File: config.mk
export PLATFORM = sky130hd
export DESIGN_NAME = normal_pattern_reachability
export DESIGN_NICKNAME = d
export VERILOG_FILES = /design/src/hdl/nprc_pkg.sv /design/src/hdl/normal_pattern_reachability.sv /design/src/hdl/nprc_sequencer.sv /design/src/hdl/nprc_datapath.sv
export SDC_FILE = /design/constraint.sdc
export NUM_CORES = 1
export LEC_CHECK = 0
export BUFFER_PORTS_ARGS = -buffer_cell sky130_fd_sc_hd__clkbuf_2
export CAP_MARGIN = 10
export CORE_ASPECT_RATIO = 0.7
export CORE_MARGIN = 2
export CORE_UTILIZATION = 26
export CTS_CLUSTER_DIAMETER = 200
export DETAILED_ROUTE_END_ITERATION = 10
export MAX_ROUTING_LAYER = met4
export PLACE_DENSITY = 0.43
export SYNTH_ARGS = -nofsm -noshare
export SYNTH_HDL_FRONTEND = slang
export SYNTH_HIERARCHICAL = 1
export SYNTH_SLANG_ARGS = --single-unit
File: constraint.sdc
create_clock -name clk -period 3.9 [get_ports clk]
set_input_delay 0.585 -clock clk [delete_from_list [all_inputs] [get_ports clk]]
set_output_delay 0.585 -clock clk [all_outputs]
set_load 0.05 [all_outputs]
File: src/hdl/nprc_pkg.sv
// Shared types, constants and the control store for the normal-pattern reachability block.
// Used by nprc_sequencer, nprc_datapath and normal_pattern_reachability; depends on nothing.
package nprc_pkg;

  // Field widths of the request, the result and the register port.
  localparam int SW_W      = 7;   // strip_width register
  localparam int TT_W      = 5;   // type_total register
  localparam int SLOT_W    = 4;
  localparam int IW_W      = 7;   // item width
  localparam int DEM_W     = 8;   // item demand
  localparam int CFG_IDX_W = 1;
  localparam int CFG_DAT_W = 7;

  localparam int DEF_MAX_TYPES = 16;
  localparam int DEF_MAX_WIDTH = 64;

  // Register indexes.
  localparam logic [CFG_IDX_W-1:0] CFG_STRIP_WIDTH = 1'b0;
  localparam logic [CFG_IDX_W-1:0] CFG_TYPE_TOTAL  = 1'b1;

  // Request kinds.
  localparam logic KIND_LOAD  = 1'b0;
  localparam logic KIND_QUERY = 1'b1;

  // Program steps.
  localparam int STEP_W = 4;
  localparam logic [STEP_W-1:0] STEP_IDLE   = 4'd0;
  localparam logic [STEP_W-1:0] STEP_RDOWN  = 4'd1;
  localparam logic [STEP_W-1:0] STEP_CHKOWN = 4'd2;
  localparam logic [STEP_W-1:0] STEP_RDT    = 4'd3;
  localparam logic [STEP_W-1:0] STEP_LDT    = 4'd4;
  localparam logic [STEP_W-1:0] STEP_SHF    = 4'd5;
  localparam logic [STEP_W-1:0] STEP_NXT    = 4'd6;
  localparam logic [STEP_W-1:0] STEP_FIN    = 4'd7;
  localparam logic [STEP_W-1:0] STEP_CNT    = 4'd8;
  localparam logic [STEP_W-1:0] STEP_OUT    = 4'd9;

  // Jump conditions.
  localparam int COND_W = 4;
  localparam logic [COND_W-1:0] COND_NEVER     = 4'd0;
  localparam logic [COND_W-1:0] COND_ALWAYS    = 4'd1;
  localparam logic [COND_W-1:0] COND_QUERY     = 4'd2;
  localparam logic [COND_W-1:0] COND_EMPTY     = 4'd3;
  localparam logic [COND_W-1:0] COND_T_END     = 4'd4;
  localparam logic [COND_W-1:0] COND_SKIP      = 4'd5;
  localparam logic [COND_W-1:0] COND_SHIFT_END = 4'd6;
  localparam logic [COND_W-1:0] COND_CNT_END   = 4'd7;
  localparam logic [COND_W-1:0] COND_OUT_FREE  = 4'd8;

  // Datapath operations of one step.
  typedef struct packed {
    logic accept;   // request port open
    logic rd_own;   // table read at the queried slot, else at the type counter
    logic chk;      // latch own width, seed the mask, clear the type counter
    logic ld_t;     // latch the current type's width and copy count
    logic shift;    // one shift-OR of the mask
    logic inc_t;    // advance to the next type
    logic fin;      // clip the mask to the strip and to the fitting starts
    logic cnt;      // count one byte of the final mask
    logic out_ld;   // move the result into the output register
  } nprc_op_t;

  typedef struct packed {
    logic [COND_W-1:0] cond;
    logic              hold;    // stay on this step when the condition is false
    logic [STEP_W-1:0] target;
    nprc_op_t          op;
  } nprc_uword_t;

  // Status flags the sequencer branches on.
  typedef struct packed {
    logic query_acc;
    logic empty;
    logic t_end;
    logic skip;
    logic shift_end;
    logic cnt_end;
    logic out_free;
  } nprc_stat_t;

  function automatic nprc_uword_t ucode_rom(input logic [STEP_W-1:0] pc);
    nprc_uword_t w;
    w = '0;
    case (pc)
      STEP_IDLE: begin
        w.cond = COND_QUERY;   w.hold = 1'b1; w.target = STEP_RDOWN;
        w.op.accept = 1'b1;
      end
      STEP_RDOWN: begin
        w.cond = COND_NEVER;   w.target = STEP_IDLE;
        w.op.rd_own = 1'b1;
      end
      STEP_CHKOWN: begin
        w.cond = COND_EMPTY;   w.target = STEP_FIN;
        w.op.chk = 1'b1;
      end
      STEP_RDT: begin
        w.cond = COND_T_END;   w.target = STEP_FIN;
      end
      STEP_LDT: begin
        w.cond = COND_SKIP;    w.target = STEP_NXT;
        w.op.ld_t = 1'b1;
      end
      STEP_SHF: begin
        w.cond = COND_SHIFT_END; w.hold = 1'b1; w.target = STEP_NXT;
        w.op.shift = 1'b1;
      end
      STEP_NXT: begin
        w.cond = COND_ALWAYS;  w.target = STEP_RDT;
        w.op.inc_t = 1'b1;
      end
      STEP_FIN: begin
        w.cond = COND_NEVER;   w.target = STEP_IDLE;
        w.op.fin = 1'b1;
      end
      STEP_CNT: begin
        w.cond = COND_CNT_END; w.hold = 1'b1; w.target = STEP_OUT;
        w.op.cnt = 1'b1;
      end
      STEP_OUT: begin
        w.cond = COND_OUT_FREE; w.hold = 1'b1; w.target = STEP_IDLE;
        w.op.out_ld = 1'b1;
      end
      default: begin
        w.cond = COND_ALWAYS;  w.target = STEP_IDLE;
      end
    endcase
    return w;
  endfunction

endpackage

File: src/hdl/normal_pattern_reachability.sv
// Top level of the normal-pattern reachability block: register port and the two submodules.
// Depends on nprc_pkg, nprc_sequencer and nprc_datapath.
//
// The block keeps a table of item types (width and demand per slot) and answers queries
// for the normal-pattern start positions of one slot within a strip of strip_width
// positions. A load request (kind 0) writes one slot and leaves the block idle; it
// gives no result. A query request (kind 1) gives exactly one result with the slot, the
// start mask and the number of starts. A query occupies the block while it walks the
// types taking part (type_total, capped at MAX_TYPES), reading each in turn from the
// type table. The single shift-OR unit handles one copy per cycle and runs once per
// counted copy of each type whose width is nonzero and below the strip, stopping early
// on a type once another copy adds no new start, so at most the sum of the counted
// demands in all. A byte-wide counter then forms start_count. A query of an empty case
// (an empty strip, zero demand, a width above the strip, a slot outside type_total)
// skips the walk. Control comes from a ten-step program in a read-only table that the
// sequencer walks. The block takes a new request once the previous query has moved its
// result into the output register, so a waiting result does not stop the next query
// from running. Slots must be loaded before they are queried; an unloaded slot gives an
// undefined mask. The user must write registers through the cfg port only while no
// request is in flight; the block itself does not enforce this. Index 0 is strip_width
// (reset 64, capped at MAX_WIDTH), index 1 is type_total (reset 0).
module normal_pattern_reachability
  import nprc_pkg::*;
#(
  parameter int MAX_TYPES = DEF_MAX_TYPES,
  parameter int MAX_WIDTH = DEF_MAX_WIDTH,
  localparam int CNT_W    = $clog2(MAX_WIDTH + 1)
)(
  input  logic                 clk,
  input  logic                 rst_n,
  // Register write port.
  input  logic                 cfg_valid,
  output logic                 cfg_ready,
  input  logic [CFG_IDX_W-1:0] cfg_index,
  input  logic [CFG_DAT_W-1:0] cfg_data,
  // Request channel.
  input  logic                 in_valid,
  output logic                 in_ready,
  input  logic                 in_kind,
  input  logic [SLOT_W-1:0]    in_slot,
  input  logic [IW_W-1:0]      in_item_width,
  input  logic [DEM_W-1:0]     in_item_demand,
  // Result channel.
  output logic                 out_valid,
  input  logic                 out_ready,
  output logic [SLOT_W-1:0]    out_queried_slot,
  output logic [MAX_WIDTH-1:0] out_start_mask,
  output logic [CNT_W-1:0]     out_start_count
);

  logic [SW_W-1:0] strip_width_r;
  logic [TT_W-1:0] type_total_r;
  logic [SW_W-1:0] w_eff;
  logic [TT_W-1:0] n_eff;
  nprc_op_t        op;
  nprc_stat_t      stat;

  // Register writes are always taken at once.
  assign cfg_ready = 1'b1;

  always_ff @(posedge clk) begin
    if (!rst_n) begin
      strip_width_r <= SW_W'(64);
      type_total_r  <= '0;
    end else if (cfg_valid && cfg_ready) begin
      case (cfg_index)
        CFG_STRIP_WIDTH: strip_width_r <= cfg_data[SW_W-1:0];
        CFG_TYPE_TOTAL:  type_total_r  <= cfg_data[TT_W-1:0];
        default:         ;
      endcase
    end
  end

  // Values above the built sizes saturate to them.
  assign w_eff = (32'(strip_width_r) > MAX_WIDTH) ? SW_W'(MAX_WIDTH) : strip_width_r;
  assign n_eff = (32'(type_total_r) > MAX_TYPES) ? TT_W'(MAX_TYPES) : type_total_r;

  nprc_sequencer u_seq (
    .clk   (clk),
    .rst_n (rst_n),
    .stat  (stat),
    .op    (op)
  );

  nprc_datapath #(
    .MAX_TYPES (MAX_TYPES),
    .MAX_WIDTH (MAX_WIDTH)
  ) u_dp (
    .clk              (clk),
    .rst_n            (rst_n),
    .op               (op),
    .stat             (stat),
    .w_eff            (w_eff),
    .n_eff            (n_eff),
    .in_valid         (in_valid),
    .in_ready         (in_ready),
    .in_kind          (in_kind),
    .in_slot          (in_slot),
    .in_item_width    (in_item_width),
    .in_item_demand   (in_item_demand),
    .out_valid        (out_valid),
    .out_ready        (out_ready),
    .out_queried_slot (out_queried_slot),
    .out_start_mask   (out_start_mask),
    .out_start_count  (out_start_count)
  );

endmodule

File: src/hdl/nprc_sequencer.sv
// Step counter and control store walker for the normal-pattern reachability block.
// Depends on nprc_pkg for the program, the control word and the status flags.
module nprc_sequencer
  import nprc_pkg::*;
(
  input  logic       clk,
  input  logic       rst_n,
  input  nprc_stat_t stat,
  output nprc_op_t   op
);

  logic [STEP_W-1:0] pc_r, pc_nxt;
  nprc_uword_t       uword;
  logic              take;

  assign uword = ucode_rom(pc_r);
  assign op    = uword.op;

  always_comb begin
    case (uword.cond)
      COND_NEVER:     take = 1'b0;
      COND_ALWAYS:    take = 1'b1;
      COND_QUERY:     take = stat.query_acc;
      COND_EMPTY:     take = stat.empty;
      COND_T_END:     take = stat.t_end;
      COND_SKIP:      take = stat.skip;
      COND_SHIFT_END: take = stat.shift_end;
      COND_CNT_END:   take = stat.cnt_end;
      COND_OUT_FREE:  take = stat.out_free;
      default:        take = 1'b1;
    endcase
  end

  always_comb begin
    if (take) begin
      pc_nxt = uword.target;
    end else if (uword.hold) begin
      pc_nxt = pc_r;
    end else begin
      pc_nxt = pc_r + 1'b1;
    end
  end

  always_ff @(posedge clk) begin
    if (!rst_n) begin
      pc_r <= STEP_IDLE;
    end else begin
      pc_r <= pc_nxt;
    end
  end

  // A query request always starts the table read of its own slot next.
  a_query_starts: assert property (@(posedge clk) disable iff (!rst_n)
    (pc_r == STEP_IDLE && stat.query_acc) |=> (pc_r == STEP_RDOWN))
    else $error("query request did not start the slot read");

endmodule

File: src/hdl/nprc_datapath.sv
// Type tables, reach mask, shift-OR unit, bit counter and output register.
// Depends on nprc_pkg; driven step by step by nprc_sequencer.
module nprc_datapath
  import nprc_pkg::*;
#(
  parameter int MAX_TYPES = DEF_MAX_TYPES,
  parameter int MAX_WIDTH = DEF_MAX_WIDTH,
  localparam int CNT_W    = $clog2(MAX_WIDTH + 1)
)(
  input  logic                 clk,
  input  logic                 rst_n,
  input  nprc_op_t             op,
  output nprc_stat_t           stat,
  input  logic [SW_W-1:0]      w_eff,
  input  logic [TT_W-1:0]      n_eff,
  input  logic                 in_valid,
  output logic                 in_ready,
  input  logic                 in_kind,
  input  logic [SLOT_W-1:0]    in_slot,
  input  logic [IW_W-1:0]      in_item_width,
  input  logic [DEM_W-1:0]     in_item_demand,
  output logic                 out_valid,
  input  logic                 out_ready,
  output logic [SLOT_W-1:0]    out_queried_slot,
  output logic [MAX_WIDTH-1:0] out_start_mask,
  output logic [CNT_W-1:0]     out_start_count
);

  localparam int TIDX_W = (MAX_TYPES > 1) ? $clog2(MAX_TYPES) : 1;
  localparam int NCHUNK = (MAX_WIDTH + 7) / 8;
  localparam int CSH_W  = NCHUNK * 8;
  localparam int CH_W   = (NCHUNK > 1) ? $clog2(NCHUNK) : 1;

  logic [IW_W-1:0]  width_mem  [MAX_TYPES];
  logic [DEM_W-1:0] demand_mem [MAX_TYPES];

  logic [IW_W-1:0]      rd_w_r;
  logic [DEM_W-1:0]     rd_d_r;
  logic [TIDX_W-1:0]    rd_addr;
  logic [SLOT_W-1:0]    j_r;
  logic [TT_W-1:0]      t_r;
  logic [DEM_W-1:0]     k_r;
  logic [IW_W-1:0]      tw_r;
  logic [IW_W-1:0]      own_w_r;
  logic [MAX_WIDTH-1:0] mask_r;
  logic [CSH_W-1:0]     cnt_sh_r;
  logic [CH_W-1:0]      chunk_r;
  logic [CNT_W-1:0]     cnt_r;
  logic                 out_valid_r;
  logic [SLOT_W-1:0]    out_slot_r;
  logic [MAX_WIDTH-1:0] out_mask_r;
  logic [CNT_W-1:0]     out_count_r;

  logic                 in_acc;
  logic                 load_ok;
  logic [MAX_WIDTH-1:0] wmask;
  logic [MAX_WIDTH-1:0] fitmask;
  logic [7:0]           room;
  logic [MAX_WIDTH-1:0] shift_nxt;
  logic [DEM_W-1:0]     lim;
  logic [3:0]           pop8;
  logic                 out_free;

  assign in_ready = op.accept;
  assign in_acc   = in_valid && in_ready;
  assign load_ok  = in_acc && (in_kind == KIND_LOAD) && (32'(in_slot) < MAX_TYPES);

  // One write port and one read port: one write per load, one registered read per cycle.
  assign rd_addr = op.rd_own ? TIDX_W'(j_r) : TIDX_W'(t_r);

  always_ff @(posedge clk) begin
    if (load_ok) begin
      width_mem[TIDX_W'(in_slot)]  <= in_item_width;
      demand_mem[TIDX_W'(in_slot)] <= in_item_demand;
    end
    rd_w_r <= width_mem[rd_addr];
    rd_d_r <= demand_mem[rd_addr];
  end

  // Strip mask and the starts at which the queried item still fits.
  assign room = {1'b0, w_eff} - {1'b0, own_w_r};
  always_comb begin
    for (int i = 0; i < MAX_WIDTH; i++) begin
      wmask[i]   = (7'(i) < w_eff);
      fitmask[i] = (8'(i) <= room);
    end
  end

  assign shift_nxt = mask_r | ((mask_r << tw_r) & wmask);
  assign lim = rd_d_r - DEM_W'((t_r == TT_W'(j_r)) ? 1 : 0);

  always_comb begin
    pop8 = '0;
    for (int i = 0; i < 8; i++) begin
      pop8 = pop8 + 4'(cnt_sh_r[i]);
    end
  end

  assign out_free = !out_valid_r || out_ready;

  always_comb begin
    stat.query_acc = in_acc && (in_kind == KIND_QUERY);
    stat.empty     = (w_eff == '0) || (TT_W'(j_r) >= n_eff) || (32'(j_r) >= MAX_TYPES) ||
                     (rd_d_r == '0) || (rd_w_r > w_eff);
    stat.t_end     = (t_r >= n_eff);
    stat.skip      = (rd_w_r == '0) || (rd_w_r >= w_eff) || (lim == '0);
    stat.shift_end = (shift_nxt == mask_r) || (k_r == DEM_W'(1));
    stat.cnt_end   = (chunk_r == CH_W'(NCHUNK - 1));
    stat.out_free  = out_free;
  end

  always_ff @(posedge clk) begin
    if (stat.query_acc) begin
      j_r <= in_slot;
    end
    if (op.chk) begin
      own_w_r <= rd_w_r;
      mask_r  <= stat.empty ? '0 : MAX_WIDTH'(1);
      t_r     <= '0;
    end
    if (op.ld_t) begin
      tw_r <= rd_w_r;
      k_r  <= lim;
    end
    if (op.shift) begin
      mask_r <= shift_nxt;
      k_r    <= k_r - 1'b1;
    end
    if (op.inc_t) begin
      t_r <= t_r + 1'b1;
    end
    if (op.fin) begin
      mask_r   <= mask_r & wmask & fitmask;
      cnt_sh_r <= CSH_W'(mask_r & wmask & fitmask);
      chunk_r  <= '0;
      cnt_r    <= '0;
    end
    if (op.cnt) begin
      cnt_sh_r <= cnt_sh_r >> 8;
      chunk_r  <= chunk_r + 1'b1;
      cnt_r    <= cnt_r + CNT_W'(pop8);
    end
    if (op.out_ld && out_free) begin
      out_slot_r  <= j_r;
      out_mask_r  <= mask_r;
      out_count_r <= cnt_r;
    end
  end

  always_ff @(posedge clk) begin
    if (!rst_n) begin
      out_valid_r <= 1'b0;
    end else if (op.out_ld && out_free) begin
      out_valid_r <= 1'b1;
    end else if (out_ready) begin
      out_valid_r <= 1'b0;
    end
  end

  assign out_valid        = out_valid_r;
  assign out_queried_slot = out_slot_r;
  assign out_start_mask   = out_mask_r;
  assign out_start_count  = out_count_r;

  a_shift_has_copy: assert property (@(posedge clk) disable iff (!rst_n)
    op.shift |-> (k_r != '0))
    else $error("shift step entered with no copies left");

  a_origin_kept: assert property (@(posedge clk) disable iff (!rst_n)
    op.shift |-> mask_r[0])
    else $error("position zero lost during the reach walk");

  a_count_matches: assert property (@(posedge clk) disable iff (!rst_n)
    (op.out_ld && out_free) |=> (out_count_r == CNT_W'($countones(out_mask_r))))
    else $error("start count disagrees with start mask");

endmodule

# After elaboration in Yosys (flattened, before gate mapping)
# Memory sizes are Yosys's and may differ from the RTL's. A register that Yosys moved wholly into a read port is not among the register bits.
# Cells that the tools add are included.
totals:
  reg_bits: 261
  latchBits: 0
  mem_bits_rw: 240
  romBits: 0
  inputBits: 33
  out_inout_bits: 78
  n_memories: 2
mem_list:
  columns: ["name", "words", "word_bits", "rd", "rd_ports_with_merged_regs", "wr", "line", "source"]
  rows:
  - ["u_dp.demand_mem", 16, 8, 1, 1, 1, "nprc_datapath.sv:35", "logic [DEM_W-1:0] demand_mem [MAX_TYPES];"]
  - ["u_dp.width_mem", 16, 7, 1, 1, 1, "nprc_datapath.sv:34", "logic [IW_W-1:0] width_mem [MAX_TYPES];"]
classes:
  addsub: 14
  n_mul: 0
  div_mod_pow: 0
  magnitude_cmp: 134
  n_eq_ne: 21
  shift: 1
  muxes: 37
  bitwise: 6
  n_reduce_logical: 29
op_table:
  columns: ["operator", "n"]
  rows:
  - ["$le A6 B8 Y1 const A", 32]
  - ["$lt A6 B7 Y1 const A", 32]
  - ["$and A64 B64 Y64", 3]
  - ["$mux W64", 3]
  - ["$le A5 B8 Y1 const A", 16]
  - ["$lt A5 B7 Y1 const A", 16]
  - ["$mux W56", 2]
  - ["$eq A64 B64 Y1", 1]
  - ["$le A4 B8 Y1 const A", 8]
  - ["$or A64 B64 Y64", 1]
  - ["$shl A64 B7 Y64", 1]
  - ["$lt A4 B7 Y1 const A", 8]
  - ["$eq A4 B3 Y1 const B", 8]
  - ["$le A3 B8 Y1 const A", 4]
  - ["$pmux W4 S8", 1]
  - ["$lt A3 B7 Y1 const A", 4]
  - ["$add A4 B1 Y4", 6]
  - ["$mux W7", 3]
  - ["$pmux W4 S5", 1]
  - ["$eq A4 B2 Y1 const B", 4]
  - ["$le A1 B8 Y1 const A", 2]
  - ["$le A2 B8 Y1 const A", 2]
  - ["$logic_not A8 Y1", 2]
  - ["$mux W1", 16]
  - ["other kinds (38)", 66]

# Logic depth before layout (Yosys ltp)
logic_depth:
  ltp_word: 10
  mapped_depth: 18
  depth_no_buf: 16

# Cells and area by module
# The synthesis kept the hierarchy.
modules_own_cells:
  columns: ["module", "instances", "cells_each", "area_each_um2", "seq_area_each_um2"]
  rows:
  - ["nprc_datapath", 1, 2139, 27049.7, 14774.2]
  - ["nprc_sequencer", 1, 114, 804.5, 80.1]
  - ["normal_pattern_reachability", 1, 63, 560.5, 240.2]

# Worst setup path before layout
# OpenSTA, ideal clock, no wires.
synth_timing:
  kind: "register to register"
  startpoint: "register u_dp.tw_r[2]"
  endpoint: "register u_seq.pc_r[2]"
  arrival_ns: 3.945
  required_time_ns: 3.768
  slack_ns: -0.177
  path_stages_with_launch: 17
  path_buffers: 3
  period_less_slack_ns: 4.077
  cell_sequence: "edfxtp_1 > buf_2 > inv_2 > buf_1 > buf_1 > mux2_4 > a222oi_1 > mux2i_1 > a22o_1 > a2111oi_2 > nand4_1 > a2111oi_2 > a31o_1 > mux2i_1 > o211a_1 > o21ai_1 > a211oi_1"
synth_lines:
  columns: ["item", "line", "source"]
  rows:
  - ["start, declared", "nprc_datapath.sv:43", "logic [IW_W-1:0] tw_r;"]
  - ["start signal, assigned", "nprc_datapath.sv:122", "tw_r <= rd_w_r;"]
  - ["end signal, assigned", "nprc_sequencer.sv:48", "pc_r <= pc_nxt;"]
  - ["end, declared", "nprc_sequencer.sv:12", "logic [STEP_W-1:0] pc_r, pc_nxt;"]

==> metrics.yaml <==
critical_path:
  rr_startpoint: "u_dp/tw_r[0]"
  r2r.worst_path.cells: 19
  critical_path_class: "reg -> reg"
  end_kind: "register"
  critical_path_required_ns: 4.41
  r2r_end: "u_seq/pc_r[2]"
  ff2ff_setup_slack_ns: -0.67
  crit_path_max_fanout: 7
  cp_data_arrival_time_ns: 5.08
  critPathLaunchType: "register"
timing:
  slew_of_the_pin_with_the_lowest_slew_margin_ns: 1.05
  final_period_minus_worst_setup_slack_ns: 4.57
  final_hold_viol_count: 0
  finalWorstSetupSlack_ns: -0.670
  unrepaired_setup_endpoints_after_global_routing: "yes"
  maxSlewViolCount: 0
  holdWs_ns: 0.165
  finalSetupViolations: 4
  maxSlewHeadroom: 0.297
  setup_tns_ns: -2.57
  final.period_utilization: 1.17
  worst_clock_skew_ns: 0.0294
  timing.fmax_mhz: 219
synthesis:
  synth-main-ff-cell: "sky130_fd_sc_hd__edfxtp_1"
  number_of_enable_type_register_cells_in_the_synthesized_netlist: 476
  synth.largest_area_cell: "sky130_fd_sc_hd__edfxtp_1"
  synth_area_leaders: "sky130_fd_sc_hd__edfxtp_1 (50%), sky130_fd_sc_hd__mux4_2 (8.7%), sky130_fd_sc_hd__nand2_1 (3.0%)"
  synth.net_count: 2395
  syn_area_mm2: 0.0284
  syn-instance-count: 2316
  async_reset_ff_frac: 0
  synth-seq-cells: 516
  yosysMostFrequentCell: "sky130_fd_sc_hd__edfxtp_1"
  postSynthAreaPerCell_um2: 12.3
  most_instantiated_cells_after_synthesis: "sky130_fd_sc_hd__edfxtp_1 (476), sky130_fd_sc_hd__nand2_1 (229), sky130_fd_sc_hd__nor2_1 (169)"
  synth_top_cell_area_share: 0.503
  netlist-cell-type-count: 95
  synth_sequential_area_ratio: 0.531
  synth.yosys.warnings: 6
cts:
  clock_transition_at_the_register_clock_pins_on_the_worst_setup_and_hold_paths_after_cts_ns: 0.07
  cts_tree: "done"
  cts_buffer_depth: 3
  cts_root_buf: "sky130_fd_sc_hd__clkbuf_16"
  worst_skew_pair_later_pin_latency_ns: 0.66
  cts.sinks: 516
  cts_max_level: 2
  cts_buffers: 57
  cts_hold_buffers: 0
global_route:
  initial_antenna_violation_count: 10
  maximum_number_of_pins_on_one_net_before_global_route_repair: 85
  grt-ovfl-total: 0
  wire_length_of_the_first_global_routing_pass_um: 189000
  first_global_vias: 24100
  grt.total_usage: 0.246
drt:
  route.detailed.vias_per_inst: 5.40
  detailedRoute.firstPassIterationCount: 6
  detail_route.iter0.violations: 2996
  antenna_left: 0
  routed-via-count: 24800
  drt_wirelength_um: 136000
  detail_route.drc_violations: 0
  route.detailed.wl_per_inst_um: 29.7
final_layout:
  synthToLayoutAreaGrowth_pct: 37.3
  final.fill_count: 10700
  final_util: 0.360
  finalNetCount: 3180
  final_layout_size_suffix_gt1_frac: 0.408
floorplanning:
  initial_core_util: 0.262
  die_height_um: 281
  die_area_mm2: 0.112
  dieWidth_um: 399
  design.portCount: 111
  design.core.area_mm2: 0.108
  fp-row-count: 101
job:
  timing.max_cap.violations: 0
place:
  gpl.final_weighted_congestion: 1.02
  preCtsSetupSlack_ns: -0.882
  port-buffer-count: 109
  hpwl_um: 108000
pwr:
  cell_pwr_density_mw_per_mm2: 632
  vdd_drop_max_v: 0.000296
  power.net_switching_w: 0.00964
  internal_power_w: 0.0150
  p_sw_frac: 0.391
  power.share.sequential: 0.298
  power.combinational.fraction: 0.482
  power.share.clock: 0.220
  p_leak_nw: 14.8
min_path:
  worst_min_delay_path_class: "in -> reg"
  hold_path_depth: 3
  hold-path-endpoint: "strip_width_r[5]"
  min-delay-start: "cfg_data[5]"
status:
  status: "finished, violations left"
  violated_checks: "negative setup slack"
-- cells in the final DEF, fill, tap and decap left out, types with 57 or more instances in the layout --
| cell type | count |
|---|---|
| sky130_fd_sc_hd__buf_4 | 715 |
| sky130_fd_sc_hd__edfxtp_1 | 476 |
| sky130_fd_sc_hd__nand2_1 | 225 |
| sky130_fd_sc_hd__nor2_1 | 169 |
| sky130_fd_sc_hd__mux4_2 | 119 |
| sky130_fd_sc_hd__clkbuf_2 | 109 |
| sky130_fd_sc_hd__o21ai_0 | 91 |
| sky130_fd_sc_hd__a21oi_1 | 88 |
| sky130_fd_sc_hd__inv_1 | 68 |
| sky130_fd_sc_hd__clkbuf_16 | 57 |
| sky130_fd_sc_hd__mux2_2 | 57 |
-- logic make-up (layout without fill, tap and decap cells) --
group,count (synthesis),after routing,synth area share
adder cells (fa/ha/maj),46,46,0.0218
buffers and inverters,235,1067,0.0367
other,1,10,0.000132
AND/OR/NAND/NOR,685,685,0.115
XOR/XNOR,27,27,0.00832
AO/OA/AOI/OAI,544,544,0.132
flip-flops,516,516,0.531
multiplexers,262,262,0.155
-- per-layer routing --
metal | GRT usage | vias to the layer above | share of wire
li1 | - | 10700 | -
met1 | 0.391 | 12800 | 0.50
met2 | 0.306 | 1233 | 0.37
met3 | 0.0631 | 155 | 0.11
met4 | 0.0433 | 0 | 0.019
met5 | - | - | 0
-- state kept, by name (all words and copies together), names as in the netlist, 4 cells and up --
| signal | flops |
|---|---|
| strip_width_r | 7 |
| type_total_r | 5 |
| u_dp/cnt_r | 7 |
| u_dp/cnt_sh_r | 64 |
| u_dp/demand_mem | 128 |
| u_dp/j_r | 4 |
| u_dp/k_r | 8 |
| u_dp/mask_r | 64 |
| u_dp/out_queried_slot | 4 |
| u_dp/out_start_count | 7 |
| u_dp/out_start_mask | 64 |
| u_dp/own_w_r | 7 |
| u_dp/rd_d_r | 8 |
| u_dp/rd_w_r | 7 |
| u_dp/t_r | 5 |
| u_dp/tw_r | 7 |
| u_dp/width_mem | 112 |
| u_seq/pc_r | 4 |
-- worst max-delay path by stage --
stage / start / end / slack (ns) / cells after the start
2_1_floorplan: u_dp/tw_r[0] / u_seq/pc_r[2] / 0.05 / 17
3_3_place_gp: u_dp/tw_r[0] / u_seq/pc_r[3] / -0.86 / 18
3_5_place_dp: u_dp/tw_r[0] / u_seq/pc_r[2] / -0.88 / 16
4_1_cts: u_dp/tw_r[0] / u_seq/pc_r[2] / -0.64 / 18
5_1_grt: u_dp/tw_r[0] / u_seq/pc_r[2] / -0.74 / 21
6_report: u_dp/tw_r[0] / u_seq/pc_r[2] / -0.67 / 19
-- critical path, cell delays in order, from the launching register on --
cell                        delay, ns
sky130_fd_sc_hd__edfxtp_1        0.34
sky130_fd_sc_hd__buf_6           0.16
sky130_fd_sc_hd__buf_12          0.17
sky130_fd_sc_hd__buf_4           0.13
sky130_fd_sc_hd__buf_6           0.08
sky130_fd_sc_hd__mux4_2          0.50
sky130_fd_sc_hd__buf_4           0.17
sky130_fd_sc_hd__mux2_4          0.31
sky130_fd_sc_hd__o21ai_2         0.16
sky130_fd_sc_hd__buf_4           0.13
sky130_fd_sc_hd__nor3b_1         0.04
sky130_fd_sc_hd__a311o_1         0.35
sky130_fd_sc_hd__or4_4           0.53
sky130_fd_sc_hd__a2111oi_4       0.36
sky130_fd_sc_hd__buf_4           0.18
sky130_fd_sc_hd__a31o_4          0.15
sky130_fd_sc_hd__mux2i_4         0.08
sky130_fd_sc_hd__o211a_1         0.28
sky130_fd_sc_hd__o21ai_2         0.20
sky130_fd_sc_hd__a211oi_2        0.09
-- layout make-up --
type,count,area (um^2),area share
well taps,1442,1800,0.0463
clock buffers,68,1500,0.0384
flip-flops and latches,516,15100,0.387
clock inverters,38,362,0.00927
inverters,76,289,0.00741
diodes,9,22.5,0.000577
repair buffers,885,7000,0.179
multi-input cells,1565,12900,0.332
-- per-stage QoR --
step           cell area, um^2  std cells  power [W]
2_1_floorplan            28400       2316     0.0124
3_3_place_gp             36100       4447     0.0184
3_5_place_dp             36100       4447     0.0183
4_1_cts                  38600       4578     0.0242
5_1_grt                  39000       4592     0.0256
6_report                 39000       4599     0.0246
-- power groups by stage --
stage | sequential, W | clock (W) | combinational (W)
final | 0.00735 | 0.00541 | 0.0119
after global routing | 0.00741 | 0.00577 | 0.0124
after CTS | 0.00734 | 0.00556 | 0.0113
after detailed placement | 0.00745 | 0 | 0.0109
after global placement | 0.00744 | 0 | 0.0109
after floorplan | 0.00750 | 0 | 0.00488
-- timing repair --
| action | in CTS | in global routing |
|---|---|---|
| setup buffers | 24 | 14 |
| pin swaps | 29 | 24 |
| gates cloned | 3 | 0 |
| resized for setup | 94 | 73 |
| setup endpoints to repair | 122 | 40 |
Note: power is estimated with default switching activity, not from simulation.
